==> config.mk <==
export PLATFORM = sky130hd
export DESIGN_NAME = fault_mode_supervisor_core
export DESIGN_NICKNAME = d
export VERILOG_FILES = /design/src/fms_pkg.sv /design/src/fault_mode_supervisor_core.sv
export SDC_FILE = /design/constraint.sdc
export NUM_CORES = 1
export LEC_CHECK = 0
export ABC_AREA = 1
export BUFFER_PORTS_ARGS = -buffer_cell sky130_fd_sc_hd__buf_2
export CELL_PAD_IN_SITES_DETAIL_PLACEMENT = 0
export CELL_PAD_IN_SITES_GLOBAL_PLACEMENT = 1
export CORE_UTILIZATION = 35
export DETAILED_ROUTE_END_ITERATION = 8
export HOLD_SLACK_MARGIN = 0.03
export PLACE_DENSITY = 0.69
export SLEW_MARGIN = 10
export SYNTH_ARGS = -nofsm -noshare
export SYNTH_HDL_FRONTEND = slang
export SYNTH_SLANG_ARGS = --single-unit
==> constraint.sdc <==
create_clock -name i_clk -period 13.95 [get_ports i_clk]
set_input_delay 2.79 -clock i_clk [delete_from_list [all_inputs] [get_ports i_clk]]
set_output_delay 2.79 -clock i_clk [all_outputs]
set_load 0.02 [all_outputs]
==> src/fms_pkg.sv <==
// Package for the fault mode supervisor: item types, codes and counter width.
// No dependencies; used by the core and its checker.
`timescale 1ns / 1ps

package fms_pkg;

    // Width of the wrapping statistics counters
    localparam int COUNTER_WIDTH = 32;

    typedef logic [COUNTER_WIDTH-1:0] t_cnt;
    typedef logic [2:0]               t_code3;
    typedef logic [3:0]               t_reason;

    // Operation codes
    localparam t_code3 OP_SAMPLE   = 3'd0;
    localparam t_code3 OP_NOMINAL  = 3'd1;
    localparam t_code3 OP_SAFE     = 3'd2;
    localparam t_code3 OP_DEGRADED = 3'd3;
    localparam t_code3 OP_REBOOT   = 3'd4;
    localparam t_code3 OP_REINIT   = 3'd5;

    // Mode codes
    localparam t_code3 MD_BOOT     = 3'd0;
    localparam t_code3 MD_NOMINAL  = 3'd1;
    localparam t_code3 MD_SAFE     = 3'd2;
    localparam t_code3 MD_DEGRADED = 3'd3;
    localparam t_code3 MD_REBOOT   = 3'd4;

    // Fault recommendation codes, severity rises with value
    localparam t_code3 REC_LOG       = 3'd0;
    localparam t_code3 REC_DISABLE   = 3'd3;
    localparam t_code3 REC_SAFE      = 3'd4;
    localparam t_code3 REC_REBOOT    = 3'd5;

    // Transition reason codes
    localparam t_reason RSN_BOOT        = 4'd0;
    localparam t_reason RSN_NOMINAL     = 4'd1;
    localparam t_reason RSN_FLT_REBOOT  = 4'd2;
    localparam t_reason RSN_FLT_SAFE    = 4'd3;
    localparam t_reason RSN_FLT_DISABLE = 4'd4;

    typedef struct packed {
        logic [2:0] op;
        logic [2:0] recommendation;
        logic       last_of_tick;
        logic [3:0] reason_code;
    } t_in_item;

    typedef struct packed {
        logic [2:0]  mode;
        logic [3:0]  trans_reason;
        logic [31:0] transitions_count;
        logic [31:0] safe_entries_count;
        logic [31:0] safe_exits_count;
        logic [31:0] degrade_count;
        logic [31:0] reboot_request_count;
        logic        reboot_fire;
    } t_out_item;

endpackage

==> src/fault_mode_supervisor_core.sv <==
// Fault mode supervisor: mode tracking, tick decisions and statistics counters.
// Depends on fms_pkg.
//
// Usage:
//   Input channel (i_in_valid / o_in_ready / i_in_data) takes one item per
//   cycle while o_in_ready is high: a fault sample or a mode command. Output
//   channel (o_out_valid / i_out_ready / o_out_data) returns one result for
//   every item except a fault sample that does not end a tick.
//   A result is registered: on accept it enters the output register, or the
//   skid register when the output register cannot take it. Throughput: one
//   item per cycle while o_in_ready is high, set by the single register update
//   of mode, reason, worst recommendation and counters. Stall: a two-entry
//   output (result register plus skid register) keeps accepting while one
//   result waits; o_in_ready drops only when both are full. Results keep order.
//   Reset (i_rst_n low, synchronous): mode boot, reason boot, worst
//   recommendation log, counters zero, output empty. A reinit item does the
//   same to the supervisor state and also returns a result.
`timescale 1ns / 1ps

module fault_mode_supervisor_core (
    input  logic               i_clk,
    input  logic               i_rst_n,
    input  logic               i_in_valid,
    output logic               o_in_ready,
    input  fms_pkg::t_in_item  i_in_data,
    output logic               o_out_valid,
    input  logic               i_out_ready,
    output fms_pkg::t_out_item o_out_data
);

    // Supervisor state
    logic [2:0]      r_mode,  n_mode;
    logic [3:0]      r_reason, n_reason;
    logic [2:0]      r_worst, n_worst;
    fms_pkg::t_cnt   r_trans, n_trans;
    fms_pkg::t_cnt   r_sent,  n_sent;
    fms_pkg::t_cnt   r_sexit, n_sexit;
    fms_pkg::t_cnt   r_degr,  n_degr;
    fms_pkg::t_cnt   r_rboot, n_rboot;

    // Output register and skid register
    logic               r_out_valid, r_skid_valid;
    fms_pkg::t_out_item r_out, r_skid;

    logic               accept;
    logic               has_result;
    logic               fire;
    logic               take;
    logic [2:0]         target;
    logic [3:0]         target_reason;
    logic [2:0]         rec_eff;
    logic [2:0]         worst_new;
    fms_pkg::t_out_item result;
    logic               out_free;
    logic               push;

    assign o_in_ready = !r_skid_valid;
    assign accept     = i_in_valid && o_in_ready;

    // Map invalid recommendations to log and fold into the running worst
    always_comb begin
        rec_eff   = (i_in_data.recommendation > fms_pkg::REC_REBOOT) ?
                    fms_pkg::REC_LOG : i_in_data.recommendation;
        worst_new = (rec_eff > r_worst) ? rec_eff : r_worst;
    end

    // Decide the transition for this item
    always_comb begin
        has_result    = 1'b1;
        fire          = 1'b0;
        take          = 1'b0;
        target        = r_mode;
        target_reason = r_reason;
        n_worst       = r_worst;
        case (i_in_data.op)
            fms_pkg::OP_SAMPLE: begin
                if (!i_in_data.last_of_tick) begin
                    has_result = 1'b0;
                    n_worst    = worst_new;
                end else begin
                    n_worst = fms_pkg::REC_LOG;
                    if (r_mode == fms_pkg::MD_REBOOT) begin
                        fire = 1'b1;
                    end else if (worst_new == fms_pkg::REC_REBOOT) begin
                        take          = 1'b1;
                        target        = fms_pkg::MD_REBOOT;
                        target_reason = fms_pkg::RSN_FLT_REBOOT;
                    end else if (worst_new == fms_pkg::REC_SAFE) begin
                        take          = (r_mode != fms_pkg::MD_SAFE);
                        target        = fms_pkg::MD_SAFE;
                        target_reason = fms_pkg::RSN_FLT_SAFE;
                    end else if (worst_new == fms_pkg::REC_DISABLE) begin
                        take          = (r_mode != fms_pkg::MD_DEGRADED) &&
                                        (r_mode != fms_pkg::MD_SAFE);
                        target        = fms_pkg::MD_DEGRADED;
                        target_reason = fms_pkg::RSN_FLT_DISABLE;
                    end else if (r_mode == fms_pkg::MD_SAFE ||
                                 r_mode == fms_pkg::MD_DEGRADED) begin
                        take          = 1'b1;
                        target        = fms_pkg::MD_NOMINAL;
                        target_reason = fms_pkg::RSN_NOMINAL;
                    end
                end
            end
            fms_pkg::OP_NOMINAL: begin
                take          = (r_mode != fms_pkg::MD_NOMINAL);
                target        = fms_pkg::MD_NOMINAL;
                target_reason = fms_pkg::RSN_NOMINAL;
            end
            fms_pkg::OP_SAFE: begin
                take          = (r_mode != fms_pkg::MD_SAFE);
                target        = fms_pkg::MD_SAFE;
                target_reason = i_in_data.reason_code;
            end
            fms_pkg::OP_DEGRADED: begin
                take          = (r_mode != fms_pkg::MD_DEGRADED) &&
                                (r_mode != fms_pkg::MD_SAFE);
                target        = fms_pkg::MD_DEGRADED;
                target_reason = i_in_data.reason_code;
            end
            fms_pkg::OP_REBOOT: begin
                take          = (r_mode != fms_pkg::MD_REBOOT);
                target        = fms_pkg::MD_REBOOT;
                target_reason = i_in_data.reason_code;
            end
            default: begin
            end
        endcase
    end

    // Apply the transition and bump counters
    always_comb begin
        n_mode   = r_mode;
        n_reason = r_reason;
        n_trans  = r_trans;
        n_sent   = r_sent;
        n_sexit  = r_sexit;
        n_degr   = r_degr;
        n_rboot  = r_rboot;
        if (i_in_data.op == fms_pkg::OP_REINIT) begin
            n_mode   = fms_pkg::MD_BOOT;
            n_reason = fms_pkg::RSN_BOOT;
            n_trans  = '0;
            n_sent   = '0;
            n_sexit  = '0;
            n_degr   = '0;
            n_rboot  = '0;
        end else if (take) begin
            n_mode   = target;
            n_reason = target_reason;
            n_trans  = r_trans + fms_pkg::t_cnt'(1);
            if (r_mode != fms_pkg::MD_SAFE && target == fms_pkg::MD_SAFE) begin
                n_sent = r_sent + fms_pkg::t_cnt'(1);
            end
            if (r_mode == fms_pkg::MD_SAFE && target == fms_pkg::MD_NOMINAL) begin
                n_sexit = r_sexit + fms_pkg::t_cnt'(1);
            end
            if (r_mode != fms_pkg::MD_DEGRADED &&
                target == fms_pkg::MD_DEGRADED) begin
                n_degr = r_degr + fms_pkg::t_cnt'(1);
            end
            if (target == fms_pkg::MD_REBOOT) begin
                n_rboot = r_rboot + fms_pkg::t_cnt'(1);
            end
        end
    end

    // Build the result from the state after the item
    always_comb begin
        result.mode                 = n_mode;
        result.trans_reason         = n_reason;
        result.transitions_count    = 32'(n_trans);
        result.safe_entries_count   = 32'(n_sent);
        result.safe_exits_count     = 32'(n_sexit);
        result.degrade_count        = 32'(n_degr);
        result.reboot_request_count = 32'(n_rboot);
        result.reboot_fire          = fire;
    end

    // Hold state, advance on accept
    always_ff @(posedge i_clk) begin
        if (!i_rst_n) begin
            r_mode   <= fms_pkg::MD_BOOT;
            r_reason <= fms_pkg::RSN_BOOT;
            r_worst  <= fms_pkg::REC_LOG;
            r_trans  <= '0;
            r_sent   <= '0;
            r_sexit  <= '0;
            r_degr   <= '0;
            r_rboot  <= '0;
        end else if (accept) begin
            r_mode   <= n_mode;
            r_reason <= n_reason;
            r_worst  <= (i_in_data.op == fms_pkg::OP_REINIT) ? fms_pkg::REC_LOG : n_worst;
            r_trans  <= n_trans;
            r_sent   <= n_sent;
            r_sexit  <= n_sexit;
            r_degr   <= n_degr;
            r_rboot  <= n_rboot;
        end
    end

    assign out_free = !r_out_valid || i_out_ready;
    assign push     = accept && has_result;

    // Output and skid registers: keep results in order
    always_ff @(posedge i_clk) begin
        if (!i_rst_n) begin
            r_out_valid  <= 1'b0;
            r_skid_valid <= 1'b0;
        end else if (out_free) begin
            if (r_skid_valid) begin
                r_out_valid  <= 1'b1;
                r_skid_valid <= push;
            end else begin
                r_out_valid  <= push;
            end
        end else if (push) begin
            r_skid_valid <= 1'b1;
        end
    end

    always_ff @(posedge i_clk) begin
        if (out_free) begin
            if (r_skid_valid) begin
                r_out <= r_skid;
                if (push) begin
                    r_skid <= result;
                end
            end else if (push) begin
                r_out <= result;
            end
        end else if (push) begin
            r_skid <= result;
        end
    end

    assign o_out_valid = r_out_valid;
    assign o_out_data  = r_out;

endmodule

# Yosys cells after proc, flatten, opt, wreduce, memory -nomap -nowiden
# Index checks and enable logic that the tools add are counted.
# op_classes
eq_ne	20
n_reduce_logical	17
n_div	0
shift	0
add_sub_neg	5
bitwise	0
multipliers	0
n_mux	58
order_cmp	2
# op_table
op	count
168-bit 2-to-1 mux	5
32-bit 2-to-1 mux	14
32-bit by 1-bit adder with 32-bit output (second input constant)	5
3-bit 2-to-1 mux	13
4-bit 2-to-1 mux	8
3-bit by 2-bit equality test with 1-bit output (second input constant)	7
3-bit equality test (second input constant)	6
1-bit 2-to-1 mux	15
3-bit case mux with 5 select lines	1
4-bit case mux with 3 select lines	1
3-bit by 1-bit equality test with 1-bit output (second input constant)	2
1-bit logical AND	6
3-bit by 2-bit != test with 1-bit output (second input constant)	2
2-bit nonzero test	3
1-bit case mux with 5 select lines	1
2-bit AND reduction	2
3-bit > comparator	1
3-bit > comparator (second input constant)	1
3-bit zero test	1
3-bit by 1-bit != test with 1-bit output (second input constant)	1
3-bit != test (second input constant)	1
3-bit OR reduction	1
1-bit zero test	2
1-bit logical OR	2
2-bit != test (second input constant)	1
# word_totals
latchBits	0
ramBits	0
mem_count	0
mem_bits_ro	0
elab_cells	128
register_bits	508

# Logic depth before layout (Yosys ltp)
# Gate-level depths: netlist of run 1.
# logic_depth
ltp_word	19
mapped_depth	24
mapped_depth_nobuf	22

# Least setup slack after synthesis of run 1
# No wires, ideal clock.
# synth_timing
path_kind	input -> register
from	input i_in_valid
to	register r_out, in the netlist o_out_data[0] (enable)
required_time_ps	13198
setup_ps	752
stages	5
t_arrival_ps	11344
slack_ps	1855
path_cell_list	nand2_1 inv_1 clkbuf_1 nand2_1 a21oi_1
# synth_between
elab_chain_cells	4
# synth_rtl
element	line	text
from (decl)	fault_mode_supervisor_core.sv:23	input logic i_in_valid,
1-bit logical AND	fault_mode_supervisor_core.sv:58	assign accept = i_in_valid && o_in_ready;
1-bit logical AND	fault_mode_supervisor_core.sv:204	assign push = accept && has_result;
2-bit nonzero test (no source line)	n/a	
2-bit AND reduction (no source line)	n/a	
to (signal assigned)	fault_mode_supervisor_core.sv:226	r_out <= r_skid;
to (signal assigned)	fault_mode_supervisor_core.sv:231	r_out <= result;
to (decl)	fault_mode_supervisor_core.sv:43	fms_pkg::t_out_item r_out, r_skid;
# No other way between the ends.
# A chain may end at the register's enable or synchronous reset.

# Worst setup path after layout of run 1
# layout_timing
from	input i_in_data[7] (netlist name)
to	register r_out, in the netlist o_out_data[28], data pin
# layout_between
elab_chain_cells	17
elab_cells_between_ends	25
cone_classes	order compare: 2; eq/ne: 4; mux: 19
# layout_rtl
element	line	text
from (decl)	fault_mode_supervisor_core.sv:25	input fms_pkg::t_in_item i_in_data,
3-bit > comparator	fault_mode_supervisor_core.sv:62	rec_eff = (i_in_data.recommendation > fms_pkg::REC_REBOOT) ?
3-bit 2-to-1 mux *	fault_mode_supervisor_core.sv:62	
3-bit > comparator	fault_mode_supervisor_core.sv:64	worst_new = (rec_eff > r_worst) ? rec_eff : r_worst;
3-bit 2-to-1 mux *	fault_mode_supervisor_core.sv:64	
3-bit by 2-bit equality test with 1-bit output	fault_mode_supervisor_core.sv:92	end else if (worst_new == fms_pkg::REC_DISABLE) begin
3-bit 2-to-1 mux	fault_mode_supervisor_core.sv:92	
3-bit 2-to-1 mux	fault_mode_supervisor_core.sv:88	end else if (worst_new == fms_pkg::REC_SAFE) begin
3-bit 2-to-1 mux	fault_mode_supervisor_core.sv:84	end else if (worst_new == fms_pkg::REC_REBOOT) begin
3-bit 2-to-1 mux	fault_mode_supervisor_core.sv:82	if (r_mode == fms_pkg::MD_REBOOT) begin
3-bit 2-to-1 mux	fault_mode_supervisor_core.sv:77	if (!i_in_data.last_of_tick) begin
3-bit case mux with 5 select lines	fault_mode_supervisor_core.sv:75	case (i_in_data.op)
3-bit equality test	fault_mode_supervisor_core.sv:162	if (target == fms_pkg::MD_REBOOT) begin
32-bit 2-to-1 mux	fault_mode_supervisor_core.sv:162	
32-bit 2-to-1 mux *	fault_mode_supervisor_core.sv:148	end else if (take) begin
32-bit 2-to-1 mux *	fault_mode_supervisor_core.sv:140	if (i_in_data.op == fms_pkg::OP_REINIT) begin
168-bit 2-to-1 mux *	fault_mode_supervisor_core.sv:230	end else if (push) begin
168-bit 2-to-1 mux *	fault_mode_supervisor_core.sv:225	if (r_skid_valid) begin
# Mark *: on every way between the ends. The rest lies on a longest branch, timed or not. The select of a mux whose other input is x is not followed.

==> impl_metrics.env, run 1 <==
export IMPL_ctsResizeCount=0
export IMPL_gp_congestion=0.900
export IMPL_yosys_warnings=0
export IMPL_ir_drop_mv=0.0819
export IMPL_outcome="complete, no violations"
export IMPL_finalCriticalPeriod_ns=6.25
export IMPL_rows=96
export IMPL_insertion_delay_ns=0.62
export IMPL_cts_buffer_depth=3
export IMPL_clk_pin_slew_ns=0.06
export IMPL_multi_input_area_sq_um=8840
export IMPL_wire_per_inst_um=15.9
export IMPL_crit_slowest_cell="buf_4"
export IMPL_crit_type="in -> reg"
export IMPL_postCtsSetupBuffers=0
export IMPL_start_util_pct=35.5
export IMPL_hold_class="reg -> reg"
export IMPL_grt_use_total_pct=17.6
export IMPL_cts_sink_count=508
export IMPL_grt_pass1_wl_mm=101
export IMPL_worst_pin_slew_ns=1.15
export IMPL_final_cell_area_sq_um=28000
export IMPL_cts_tree="built"
export IMPL_tns_ns=0
export IMPL_drive_above_1_share_pct=11.5
export IMPL_critPathMostFrequentCell="nand2_1"
export IMPL_crit_buf_inv=4
export IMPL_core_sq_um=68800
export IMPL_fp_dieH_um=266
export IMPL_fp_dieArea_sq_um=70900
export IMPL_drtAntennaViolNets=0
export IMPL_hpwlAfterDp_mm=41.1
export IMPL_io_buffers=184
export IMPL_ios=185
export IMPL_synth_distinct_cells=43
export IMPL_cts_root_buf="clkbuf_16"
export IMPL_antenna_found_initial=3
export IMPL_syn_area_per_cell_sq_um=8.50
export IMPL_pwr_density_cell_nw_per_um2=134
export IMPL_required_ns=14.40
export IMPL_dr_pass1_iters=7
export IMPL_regArea_sq_um=13500
export IMPL_crit_fanout=53
export IMPL_grt_overflow=0
export IMPL_drv_slew=0
export IMPL_first_global_vias=19000
export IMPL_hold_violations=0
export IMPL_synthCells=2876
export IMPL_ys_seq_elements=508
export IMPL_cts_buffers=58
export IMPL_arrival_ns=6.69
export IMPL_placed_cell_area_sq_um=26100
export IMPL_critPathTopFamily="simple AND/OR/NAND/NOR gates"
export IMPL_syn_nets=2899
export IMPL_relSlewSlack_pct=23.5
export IMPL_num_vias=19500
export IMPL_area_growth_synth_to_final_pct=14.6
export IMPL_clock_fmax_mhz=160
export IMPL_htree_levels=2
export IMPL_slowest_delay_ns=0.51
export IMPL_power_total_mw=3.75
export IMPL_rsz0062_at_grt="no"
export IMPL_fill_cells=6951
export IMPL_ctsHoldBuffers=0
export IMPL_drv_cap=0
export IMPL_die_w_um=266
export IMPL_setup_viol=0
export IMPL_cp_cell_sequence="buf_2 > inv_1 > nor2_1 > ha_1 > a21oi_2 > nand2_2 > nand2_2 > nand2_1 > nand2_1 > nand3_2 > nand2_1 > nand3_1 > nand2_1 > nand2_1 > nand2_2 > buf_4 > nand2_1 > inv_1 > nand3_1 > nand2_1 > nand3_1 > o21ai_0"
export IMPL_p_leak_nw=11.3
export IMPL_end_kind="flop"
export IMPL_dr_first_iter_drc_count=1175
export IMPL_fin_crit_sh_pct=44.8
export IMPL_totalWireLength_mm=63.2
export IMPL_cp_start_kind="input port"
export IMPL_ys_seq_area_share_pct=55.4
export IMPL_clock_skew_ns=0.0219
export IMPL_nets=3023
export IMPL_vias_per_cell=4.90
export IMPL_grt_max_degree=214
export IMPL_drc=0
export IMPL_netlist_area_sq_um=24400
==> per-stage QoR <==
stage	cells	hold WS [ns]	setup WS (ns)	utilization, %
finish	3979	0.486	7.70	40.7
global placement	3871	0.476	7.32	37.9
floorplan	2876	0.458	1.85	-
global route	3978	0.523	7.36	40.7
detailed placement	3871	0.480	7.21	37.9
CTS	3978	0.488	7.86	40.7
==> kinds of logic after synthesis <==
| kind of cell | after synthesis | share of synthesized area [%] |
|---|---|---|
| flip-flops | 508 | 55.4 |
| AO/OA/AOI/OAI | 576 | 12.1 |
| adder cells (fa/ha/maj) | 8 | 0.410 |
| XOR/XNOR | 69 | 2.47 |
| buffers and inverters | 539 | 8.53 |
| AND/OR/NAND/NOR | 1176 | 21.1 |
==> path summary, 6_finish.rpt <==
kind / depth (start not counted) / startpoint / slack, ns / end
setup / recovery: 22 / i_in_data[7] / 7.70 / o_out_data[28]
hold / removal: 2 / r_worst[2] / 0.49 / r_worst[2]
setup reg to reg: 7 / r_skid_valid / 9.46 / o_out_data[46]
hold reg to reg: 2 / r_worst[2] / 0.49 / r_worst[2]
==> flip-flops by register name (all words and copies together), names as in the netlist <==
signal and cells:
r_trans 32, r_worst 3, r_degr 32, r_skid 168, r_skid_valid 1, r_mode 3
o_out_valid 1, o_out_data 168, r_sent 32, r_reason 4, r_sexit 32, r_rboot 32
==> report_power, final <==
group	total (mW)	leakage, nW	internal (mW)	switching (mW)
sequential	1.80	4.65	1.73	0.0696
clock	1.52	0.932	0.898	0.621
combinational	0.426	5.70	0.121	0.305
==> synth_stat cells <==
master     count  area [sq um]
nand4_1       43           269
xor2_1        64           561
nand2_4        1          11.3
o21ai_1       87           435
buf_1         12          45.0
nand2_2       11          68.8
edfxtp_1     336         10100
dfxtp_1      172          3440
or2_2          6          37.5
a21boi_1       1          7.51
a21o_1         1          7.51
a31o_2         2          17.5
nor4_4         1          21.3
o21ai_0      283          1420
xnor2_1        5          43.8
clkinv_1       2          7.51
a21oi_2        1          8.76
nor2_1       150           563
clkbuf_1      98           368
a32o_1         1          10.0
nor3_1        57           285
inv_1        391          1470
buf_2         21           105
o21ai_2        1          8.76
and3_1         2          12.5
o211ai_1       8          60.1
buf_4          3          22.5
nor2_2        13          81.3
a21oi_4        1          16.3
ha_1           8           100
inv_2          9          33.8
or3_1          3          18.8
nand2_1      614          2300
nand3_1      218          1090
a21oi_1      185           926
nand3b_1       7          52.6
nor2_4         2          22.5
nand3_2        5          50.1
nor4_1        40           250
o21bai_1       4          30.0
or2_1          3          18.8
buf_6          3          33.8
o2111ai_1      1          8.76
==> cell type report <==
cell class / count / area share, %
antenna: 1 / 0.00893
inverter: 402 / 5.42
clock buffer: 80 / 5.77
tap: 931 / 4.16
sequential: 508 / 48.3
timing repair buffer: 201 / 3.77
multi-input combinational: 1829 / 31.6
clock inverter: 27 / 0.974
==> placed cells by master (no fill, tap or decap), types with 40 or more instances in the layout <==
cell / Yosys / final
o21ai_0: 283 / 283
o21ai_1: 87 / 87
nor3_1: 57 / 56
nor2_1: 150 / 148
buf_2: 21 / 183
inv_1: 391 / 390
a21oi_1: 185 / 184
xor2_1: 64 / 64
clkbuf_16: 0 / 59
dfxtp_1: 172 / 171
nand3_1: 218 / 218
nand2_1: 614 / 614
nor4_1: 40 / 40
nand4_1: 43 / 43
edfxtp_1: 336 / 336
==> per-layer routing <==
metal | share of wire [%] | track usage [%] | vias up
li1 | - | - | 9867
met1 | 46 | 23.0 | 9094
met2 | 47 | 29.6 | 413
met3 | 4.4 | 2.74 | 108
met4 | 2.5 | 5.96 | 0
met5 | 0 | 0 | -
==> worst register-to-register path: stages, from the launching register on <==
cell and delay, ns:
dfxtp_4 0.53, inv_1 0.28, nand2_1 0.19, inv_8 0.71
nand2_1 0.35, a21oi_4 0.28, buf_4 0.74, buf_4 0.93
(Power assumes the default switching activity.)
==> run 2: changes to the inputs <==
- ABC_AREA: 1 -> 0
- PLACE_DENSITY: 0.69 -> 0.7
- clock period: 13.95 -> 5.7 ns (I/O delays scaled with it)
==> run 2 against run 1 <==
  * Core utilization shrank 0.37 points
  * Area after synthesis grew 5.7%
  * Combinational power grew 62%
  * Flip-flop and latch count is the same
  * Register-to-register slack lost 7.9 ns
  * Final cell count shrank 5.1%
  * Clock-buffer cell count shrank 5
  * Critical endpoint is now r_skid[115]
  * Setup slack lost 6.5 ns
  * Synthesized cell count shrank 6.3%
  * Power grew 120%
  * Clock power grew 140%
==> impl_metrics.env, run 2 <==
export IMPL_grt_max_degree=136
export IMPL_cp_start_kind="input port"
export IMPL_ys_seq_elements=508
export IMPL_hold_class="reg -> reg"
export IMPL_crit_fanout=27
export IMPL_hold_violations=0
export IMPL_antenna_found_initial=8
export IMPL_outcome="complete, no violations"
export IMPL_grt_use_total_pct=21.3
export IMPL_p_leak_nw=9.68
export IMPL_crit_buf_inv=2
export IMPL_ys_seq_area_share_pct=52.4
export IMPL_power_total_mw=8.39
export IMPL_ctsResizeCount=0
export IMPL_first_global_vias=20700
export IMPL_core_sq_um=73000
export IMPL_fill_cells=7147
export IMPL_io_buffers=184
export IMPL_fp_dieH_um=274
export IMPL_htree_levels=2
export IMPL_fin_crit_sh_pct=79.5
export IMPL_synth_largest_area_cell="edfxtp_1"
export IMPL_yosys_warnings=0
export IMPL_clock_fmax_mhz=221
export IMPL_cts_root_buf="clkbuf_16"
export IMPL_cp_cell_sequence="buf_2 > nand2b_2 > inv_1 > ha_1 > a21oi_1 > a211oi_1 > or2_1 > o311ai_2 > and3_2 > or3_1 > nor3_1 > mux2i_1"
export IMPL_final_cell_area_sq_um=29400
export IMPL_synth_edf_count=336
export IMPL_netlist_area_sq_um=25800
export IMPL_crit_slowest_cell="or3_1"
export IMPL_clk_pin_slew_ns=0.06
export IMPL_die_w_um=274
export IMPL_wire_per_inst_um=21.7
export IMPL_crit_type="in -> reg"
export IMPL_p_clk_share_pct=42.8
export IMPL_synthCells=2695
export IMPL_dp_cells=3669
export IMPL_final_util_pct=40.3
export IMPL_vias_per_cell=5.85
export IMPL_setup_viol=0
export IMPL_postCtsSetupBuffers=0
export IMPL_rows=99
export IMPL_required_ns=6.06
export IMPL_synth_area_top_cells="edfxtp_1 39%, dfxtp_1 13%, nand2_1 4.8%"
export IMPL_dr_pass1_iters=8
export IMPL_nets=2791
export IMPL_gp_congestion=0.857
export IMPL_p_sw_mw=2.16
export IMPL_drive_above_1_share_pct=13.6
export IMPL_grt_pass1_wl_mm=124
export IMPL_synthArstFlopShare_pct=0
export IMPL_num_vias=22100
export IMPL_synth_distinct_cells=85
export IMPL_yosysMostFrequentCell="edfxtp_1"
export IMPL_totalWireLength_mm=82.0
export IMPL_syn_area_per_cell_sq_um=9.58
export IMPL_final_cells=3776
export IMPL_critPathTopFamily="simple AND/OR/NAND/NOR gates"
export IMPL_pwr_density_cell_nw_per_um2=285
export IMPL_drv_cap=0
export IMPL_slowest_delay_ns=0.75
export IMPL_cts_buffers=56
export IMPL_seq_power_share_pct=49.0
export IMPL_dr_first_iter_drc_count=2146
export IMPL_ctsHoldBuffers=0
export IMPL_area_growth_synth_to_final_pct=13.9
export IMPL_clock_skew_ns=0.0250
export IMPL_pwr_share_comb_pct=8.2
export IMPL_cts_sink_count=508
export IMPL_rsz0062_at_grt="no"
export IMPL_ios=185
export IMPL_cts_tree="built"
export IMPL_syn_nets=2718
export IMPL_drtAntennaViolNets=0
export IMPL_hpwlAfterDp_mm=50.1
export IMPL_multi_input_area_sq_um=11300
export IMPL_synth_top_area_share_pct=39.1
export IMPL_regArea_sq_um=13500
export IMPL_p_int_mw=6.23
export IMPL_arrival_ns=4.89
export IMPL_drv_slew=0
export IMPL_finalCriticalPeriod_ns=4.53
export IMPL_insertion_delay_ns=0.64
export IMPL_switching_share_pct=25.8
export IMPL_final_common_cell="edfxtp_1"
export IMPL_start_util_pct=35.4
export IMPL_ys_flop_type="edfxtp_1"
export IMPL_fp_dieArea_sq_um=74900
export IMPL_synth_commonest_cells="336 x edfxtp_1, 328 x nand2_1, 205 x nor2_1, 188 x o21ai_0, 178 x clkbuf_1"
export IMPL_placed_cell_area_sq_um=27600
export IMPL_end_kind="flop"
export IMPL_cts_buffer_depth=3
export IMPL_relSlewSlack_pct=27.6
export IMPL_drc=0
export IMPL_layout_common_cells="336 x edfxtp_1, 325 x nand2_1, 199 x nor2_1"
export IMPL_grt_overflow=0
export IMPL_ir_drop_mv=0.215
export IMPL_worst_pin_slew_ns=1.08
## run 2: cell types whose count changed after synthesis, moves of 53 or more
cell and change:
or4_1 +54, o21ai_0 -95, inv_1 -339, a21oi_1 -53
nand2_1 -286, xnor2_1 +54, or3_1 +60, nor2_1 +55
nand3_1 -60, o21ai_1 -81, clkbuf_1 +80, nand4_1 +54
## run 2: cell type report
type | instances | share of cell area [%]
diodes | 1 | 0.00850
clock buffers | 75 | 5.21
clock inverters | 31 | 0.855
inverters | 53 | 0.676
multi-input cells | 1910 | 38.5
flip-flops and latches | 508 | 46.0
well taps | 959 | 4.08
repair buffers | 239 | 4.70
## run 2: metal layers
layer / track usage (%) / vias to the layer above / wire length (um)
met5: 0 / - / 60
met4: 6.41 / 10 / 2040
met3: 3.24 / 142 / 5850
met2: 34.1 / 814 / 37900
met1: 29.6 / 10900 / 36200
li1: - / 10300 / -
## run 2: worst paths after layout
path / cells past startpoint / slack, ns / endpoint / start
min reg2reg: 1 / 0.49 / r_reason[3] / r_reason[3]
min: 1 / 0.49 / r_reason[3] / r_reason[3]
max: 12 / 1.17 / r_skid[115] / i_in_data[6]
max reg2reg: 10 / 1.55 / r_skid[115] / r_worst[2]
## run 2: power groups by stage
| stage | clock network, mW | registers, mW | logic (mW) |
|---|---|---|---|
| 2_1_floorplan | 0 | 4.28 | 0.314 |
| 3_3_place_gp | 0 | 4.19 | 0.684 |
| 3_5_place_dp | 0 | 4.19 | 0.692 |
| 4_1_cts | 3.68 | 4.12 | 0.693 |
| 5_1_grt | 3.81 | 4.12 | 0.738 |
| 6_report | 3.59 | 4.11 | 0.692 |
## run 2: metrics by stage
step,hold WS [ns],setup slack (ns),setup TNS [ns]
2_1_floorplan,0.442,-0.382,-64.21
6_report,0.493,1.17,0
4_1_cts,0.492,1.25,0
3_3_place_gp,0.451,0.734,0
3_5_place_dp,0.477,0.607,0
5_1_grt,0.512,0.915,0
## run 2: cells by family after synthesis
group           Yosys count  share of synthesized area (%)
xor+xnor                128                           4.34
simple gates           1132                           22.0
mux                      25                          0.998
compound gates          617                           15.6
flops                   508                           52.4
buf+inv                 277                           4.23
fa+ha+maj                 8                          0.388
